<file path="src/rtl/spif_pkg.sv">
// ----------------------------------------------------------------------------
// spif_pkg
// Shared types and constants of the sorted packed identifier filter table.
// ----------------------------------------------------------------------------
package spif_pkg;

    localparam int KIND_W  = 1;
    localparam int IDENT_W = 11;
    localparam int WIDX_W  = 9;
    localparam int CTRL_W  = 3;
    localparam int WORD_W  = 32;
    localparam int HALF_W  = 16;
    localparam int COUNT_W = 10;
    localparam int GSTART_W = 11;
    localparam int TEND_W  = 12;
    localparam int CFG_IDX_W = 1;

    localparam logic [KIND_W-1:0] KIND_INSERT = 1'b0;
    localparam logic [KIND_W-1:0] KIND_READ   = 1'b1;

    localparam logic [CFG_IDX_W-1:0] REG_CTRL_FIELD = 1'b0;
    localparam logic [CFG_IDX_W-1:0] REG_GROUP_WORD = 1'b1;

    localparam logic [CTRL_W-1:0] CTRL_FIELD_RST = 3'd1;
    localparam logic [WORD_W-1:0] GROUP_WORD_RST = 32'd2047;

    localparam logic [HALF_W-1:0] ENTRY_MASK = 16'hF7FF;
    localparam logic [HALF_W-1:0] HALF_PAD   = 16'hFFFF;

    typedef struct packed {
        logic              ins;
        logic [HALF_W-1:0] carry;
    } t_shift_st;

    typedef struct packed {
        t_shift_st         st;
        logic [HALF_W-1:0] half;
    } t_half_res;

endpackage

</file>
<file path="src/rtl/spif_shift_unit.sv">
// ----------------------------------------------------------------------------
// spif_shift_unit
// Merges the new entry into one table word and carries the displaced half.
// ----------------------------------------------------------------------------
module spif_shift_unit #(
    parameter int TABLE_WORDS = 512
) (
    input  logic [spif_pkg::WORD_W-1:0]           i_rd_word,
    input  logic [$clog2(TABLE_WORDS)-1:0]        i_word,
    input  logic [$clog2(TABLE_WORDS):0]          i_count,
    input  logic [spif_pkg::HALF_W-1:0]           i_entry,
    input  spif_pkg::t_shift_st                   i_st,
    output logic [spif_pkg::WORD_W-1:0]           o_wr_word,
    output spif_pkg::t_shift_st                   o_st
);
    import spif_pkg::*;

    localparam int AW = $clog2(TABLE_WORDS);
    localparam int CW = AW + 1;

    function automatic t_half_res step_half(logic [CW-1:0] k, logic [HALF_W-1:0] h,
                                            logic [CW-1:0] cnt, logic [HALF_W-1:0] e,
                                            t_shift_st st);
        t_half_res r;
        r.st   = st;
        r.half = HALF_PAD;
        if (k < cnt) begin
            if (!st.ins && (h > e)) begin
                r.half     = e;
                r.st.ins   = 1'b1;
                r.st.carry = h;
            end else if (st.ins) begin
                r.half     = st.carry;
                r.st.carry = h;
            end else begin
                r.half = h;
            end
        end else if (k == cnt) begin
            r.half = st.ins ? st.carry : e;
        end
        return r;
    endfunction

    t_half_res hi_res;
    t_half_res lo_res;

    always_comb begin
        hi_res = step_half({i_word, 1'b0}, i_rd_word[WORD_W-1:HALF_W], i_count, i_entry,
                           i_st);
        lo_res = step_half({i_word, 1'b1}, i_rd_word[HALF_W-1:0], i_count, i_entry,
                           hi_res.st);
    end

    assign o_wr_word = {hi_res.half, lo_res.half};
    assign o_st      = lo_res.st;

endmodule

</file>
<file path="config.mk">
export PLATFORM = sky130hd
export DESIGN_NAME = spif_shift_unit
export DESIGN_NICKNAME = d
export VERILOG_FILES = /design/src/rtl/spif_pkg.sv /design/src/rtl/spif_shift_unit.sv
export SDC_FILE = /design/constraint.sdc
export NUM_CORES = 1
export LEC_CHECK = 0
export ABC_CLOCK_PERIOD_IN_PS = 2500
export BUFFER_PORTS_ARGS = -buffer_cell sky130_fd_sc_hd__buf_2
export CAP_MARGIN = 10
export CORE_MARGIN = 1.5
export CORE_UTILIZATION = 47
export DETAILED_ROUTE_END_ITERATION = 10
export PLACE_DENSITY_LB_ADDON = 0.08
export SETUP_SLACK_MARGIN = 0.5
export SLEW_MARGIN = 10
export SYNTH_ARGS = -nofsm -noshare
export SYNTH_HDL_FRONTEND = slang
export SYNTH_SLANG_ARGS = --single-unit
</file>
<file path="constraint.sdc">
create_clock -name vclk -period 2.5
set_clock_uncertainty 0.2 [all_clocks]
set_input_delay 0 -clock vclk [all_inputs]
set_output_delay 0 -clock vclk [all_outputs]
set_load 0.01 [all_outputs]
</file>
==> flow_summary.ini, run 1 <==
[status]
outcome = did not finish
lastStage = global routing (5_1_grt)
error_line = [ERROR GRT-0232] Routing congestion too high. Check the congestion heatmap in the GUI.

[place]
gp_congestion = 0.9291
dp.cells = 524
placed_area_mm2 = 0.003709
dp_hpwl_um = 7068
io_buffers = 133

[yosys]
yosysUniqueCellTypes = 38
synth_common_cells = 42 x ha_1, 35 x o21ai_0, 31 x mux2_2
postSynthCellCount = 287
ys_seq_area_frac = 0
yosysTopAreaCellShare = 0.2353
syn-num-nets = 413
yosysMostFrequentCell = ha_1
ys_warn_count = 0
netlist_area_mm2 = 0.002233
yosysTopAreaCell = ha_1
syn_area_per_cell_um2 = 7.782
ys_top_cells_by_area = ha_1 24%, mux2_2 16%, a221o_1 12%

[floorplanning]
die_height_um = 71.94
die_w_um = 71.94
start_util = 0.4992
rows = 24
io_pins = 133

[cts]
hold_buffers = 0

[sta]
worst_endpoint = o_wr_word[4]
worst-ep-kind = primary output

[global_route]
grt_max_degree = 22
grt_overflow = 346
grt_usage = 0.9387
[per-layer routing]
metal  overflow  track usage
met5          0      0.07071
met4        102        1.140
met3          2       0.6556
met2        240        1.231
met1          2       0.8620
[cells by family after synthesis]
family | Yosys count | synth area share
AO/OA/AOI/OAI | 123 | 0.4084
adder cells (fa/ha/maj) | 42 | 0.2353
buffers and inverters | 46 | 0.09356
multiplexers | 34 | 0.1697
AND/OR/NAND/NOR | 42 | 0.09300
[metrics by stage]
| stage | setup TNS (ps) | setup slack, ps | hold slack, ps |
|---|---|---|---|
| 4_1_cts | -4487 | -161.7 | 127.8 |
| 3_5_place_dp | -14570 | -464.4 | 134.5 |
| 3_3_place_gp | -11760 | -402.9 | 129.1 |
| 2_1_floorplan | 0 | 292.1 | -65.39 |
[timing repair]
item | CTS
cloned | 2
hold endpoints to repair | 0
pin swaps | 23
setup endpoints to repair | 49
gates resized for setup | 51
buffers inserted | 9
==> inputs of run 2 (changes only) <==
CORE_UTILIZATION = 40   (was 47)
PLACE_DENSITY_LB_ADDON = 0.15   (was 0.08)
SETUP_SLACK_MARGIN = not set   (was 0.5)
==> run 2 against run 1 <==
Synthesized area unchanged. Synthesized cell count unchanged. The flow now finishes, with violations (negative setup slack).
==> flow_summary.ini, run 2 <==
[route]
route.detailed.drc = 0
wl_per_cell_um = 17.63
detail_route.iter0.violations = 174
vias_per_cell = 5.942
dr.pass1.iters = 4
dr_total_vias = 3185
wl_um = 9449
ant_nets = 0

[floorplanning]
start_util = 0.4106
rows = 27
dieArea_mm2 = 0.006040
core-area_mm2 = 0.005439
die_w_um = 77.72
die_height_um = 77.72
io_pins = 133

[flow_run]
max-cap-violations = 0

[yosys]
yosysTopAreaCell = ha_1
muxShareOfSynthArea = 0.1697
synth_common_cells = 42 x ha_1, 35 x o21ai_0, 31 x mux2_2
synth_compound_area_frac = 0.4084
synth-simple-area-share = 0.09300
synth_top_family_by_area = compound AO/OA/AOI/OAI gates
postSynthCellCount = 287
synth_fa_ha_area_frac = 0.2353
ys_top_cells_by_area = ha_1 24%, mux2_2 16%, a221o_1 12%
yosysUniqueCellTypes = 38
yosysTopAreaCellShare = 0.2353
yosysMostFrequentCell = ha_1
synth_xor_area_frac = 0
syn_area_per_cell_um2 = 7.782
ys_warn_count = 0
syn-num-nets = 413
netlist_area_mm2 = 0.002233
ys_seq_area_frac = 0

[global_route]
antenna_found_initial = 0
grt_max_degree = 21
grt_pass1_wl_um = 14460
use_met3 = 0.02824
use_met2 = 0.5565
busiest_layer = met2
grt_use_met1 = 0.3464
grt_overflow = 0
grt_pass1_vias = 3103
grt_usage = 0.2891

[cells_and_area]
nFillCells = 414
final_cell_area_mm2 = 0.004083
antenna_cells = 0
area_growth_pct = 82.80
register_area_um2 = 0
nets = 592
clkbuf_count = 0
seq_cells = 0
utilization = 0.7506
fin_cells = 536
multi_input_area_mm2 = 0.002455
layout_common_cells = 99 x buf_2, 48 x buf_4, 41 x buf_6
final_common_cell = buf_2
drive_above_1_share = 0.6121

[status]
violations = negative setup slack
outcome = finished, violations left

[sta]
period_minus_slack_ps = 2572
fmax_ghz = 0.3889
rsz0062_at_grt = true
setup-violations-final = 27
slew_headroom = 0.5414
setup_ws_ps = -71.69
tightest_slew_ps = 680.7
tns_ps = -1231
post-route-period-util = 1.029
finalMaxSlewViolations = 0
holdWs_ps = 127.0
final_hold_viol_count = 0

[setup_path]
path_class = primary input to output pin
start_kind = primary input
worst-path-buf-inv = 3
max_stage_delay_ps = 400
cp_max_fo = 8
cp_common_cell = mux2_4
required_ps = 2300
cp_top_family = multiplexers
critical_path.endpoint_type = output pin
crit_cells = 11
path_cells = buf_2, ha_4, nand4_1, nor4_2, a21boi_4, o31a_4, o21ai_4, buf_8, mux2_4, mux2_4, buf_6
cp_slowest_cell = nor4_2
worstPathArrival_ps = 2370

[place]
dp_hpwl_um = 6717
dp_slack_ps = -242.1
dp.cells = 528
placed_area_mm2 = 0.003301
gp_congestion = 0.9243
io_buffers = 133

[pwr]
p_leak_nw = 1.976
power_mw = 1.274
power.density_mw_per_mm2 = 312.1
ir_worst_vdd_mv = 0.1687

[worst_hold_path]
worstHoldPathCells = 3
hp-class = primary input to output pin
==> run 2: cell counts after synthesis <==
No cell type changed its count.
==> run 2: path summary, 6_finish.rpt <==
kind                      start             to
hold / removal      i_entry[14]  o_wr_word[14]
setup / recovery  i_rd_word[25]        o_st[6]
==> run 2: power by group <==
group	leakage (nW)	internal (mW)	switching, mW
Combinational	1.98	0.682	0.592
Sequential	0	0	0
Clock	0	0	0
Total	1.98	0.682	0.592
==> run 2: layer usage <==
metal / share of wire / vias to the layer above
met2: 0.51 / 147
met4: 0.018 / 0
met3: 0.066 / 18
met1: 0.40 / 1520
li1: - / 1500
met5: 0 / -
==> run 2: cell families (layout without fill, tap and decap cells) <==
logic type,after synthesis,in the layout
AO/OA/AOI/OAI,123,123
adder cells (fa/ha/maj),42,42
buffers and inverters,46,223
multiplexers,34,34
AND/OR/NAND/NOR,42,42
==> run 2: layout make-up <==
cell class                      instances  area share
Timing Repair Buffer                  193      0.3454
Tap cell                               72     0.02207
Inverter                               30     0.03126
Multi-Input combinational cell        241      0.6013
==> run 2: repair_timing <==
action	4_1_cts	5_1_grt
setup buffers	7	1
setup endpoints to repair	45	44
pin swaps	27	22
resized for setup	74	78
cloned	1	0
hold buffers	0	0
No activity file was read; power rests on OpenSTA's default activity.
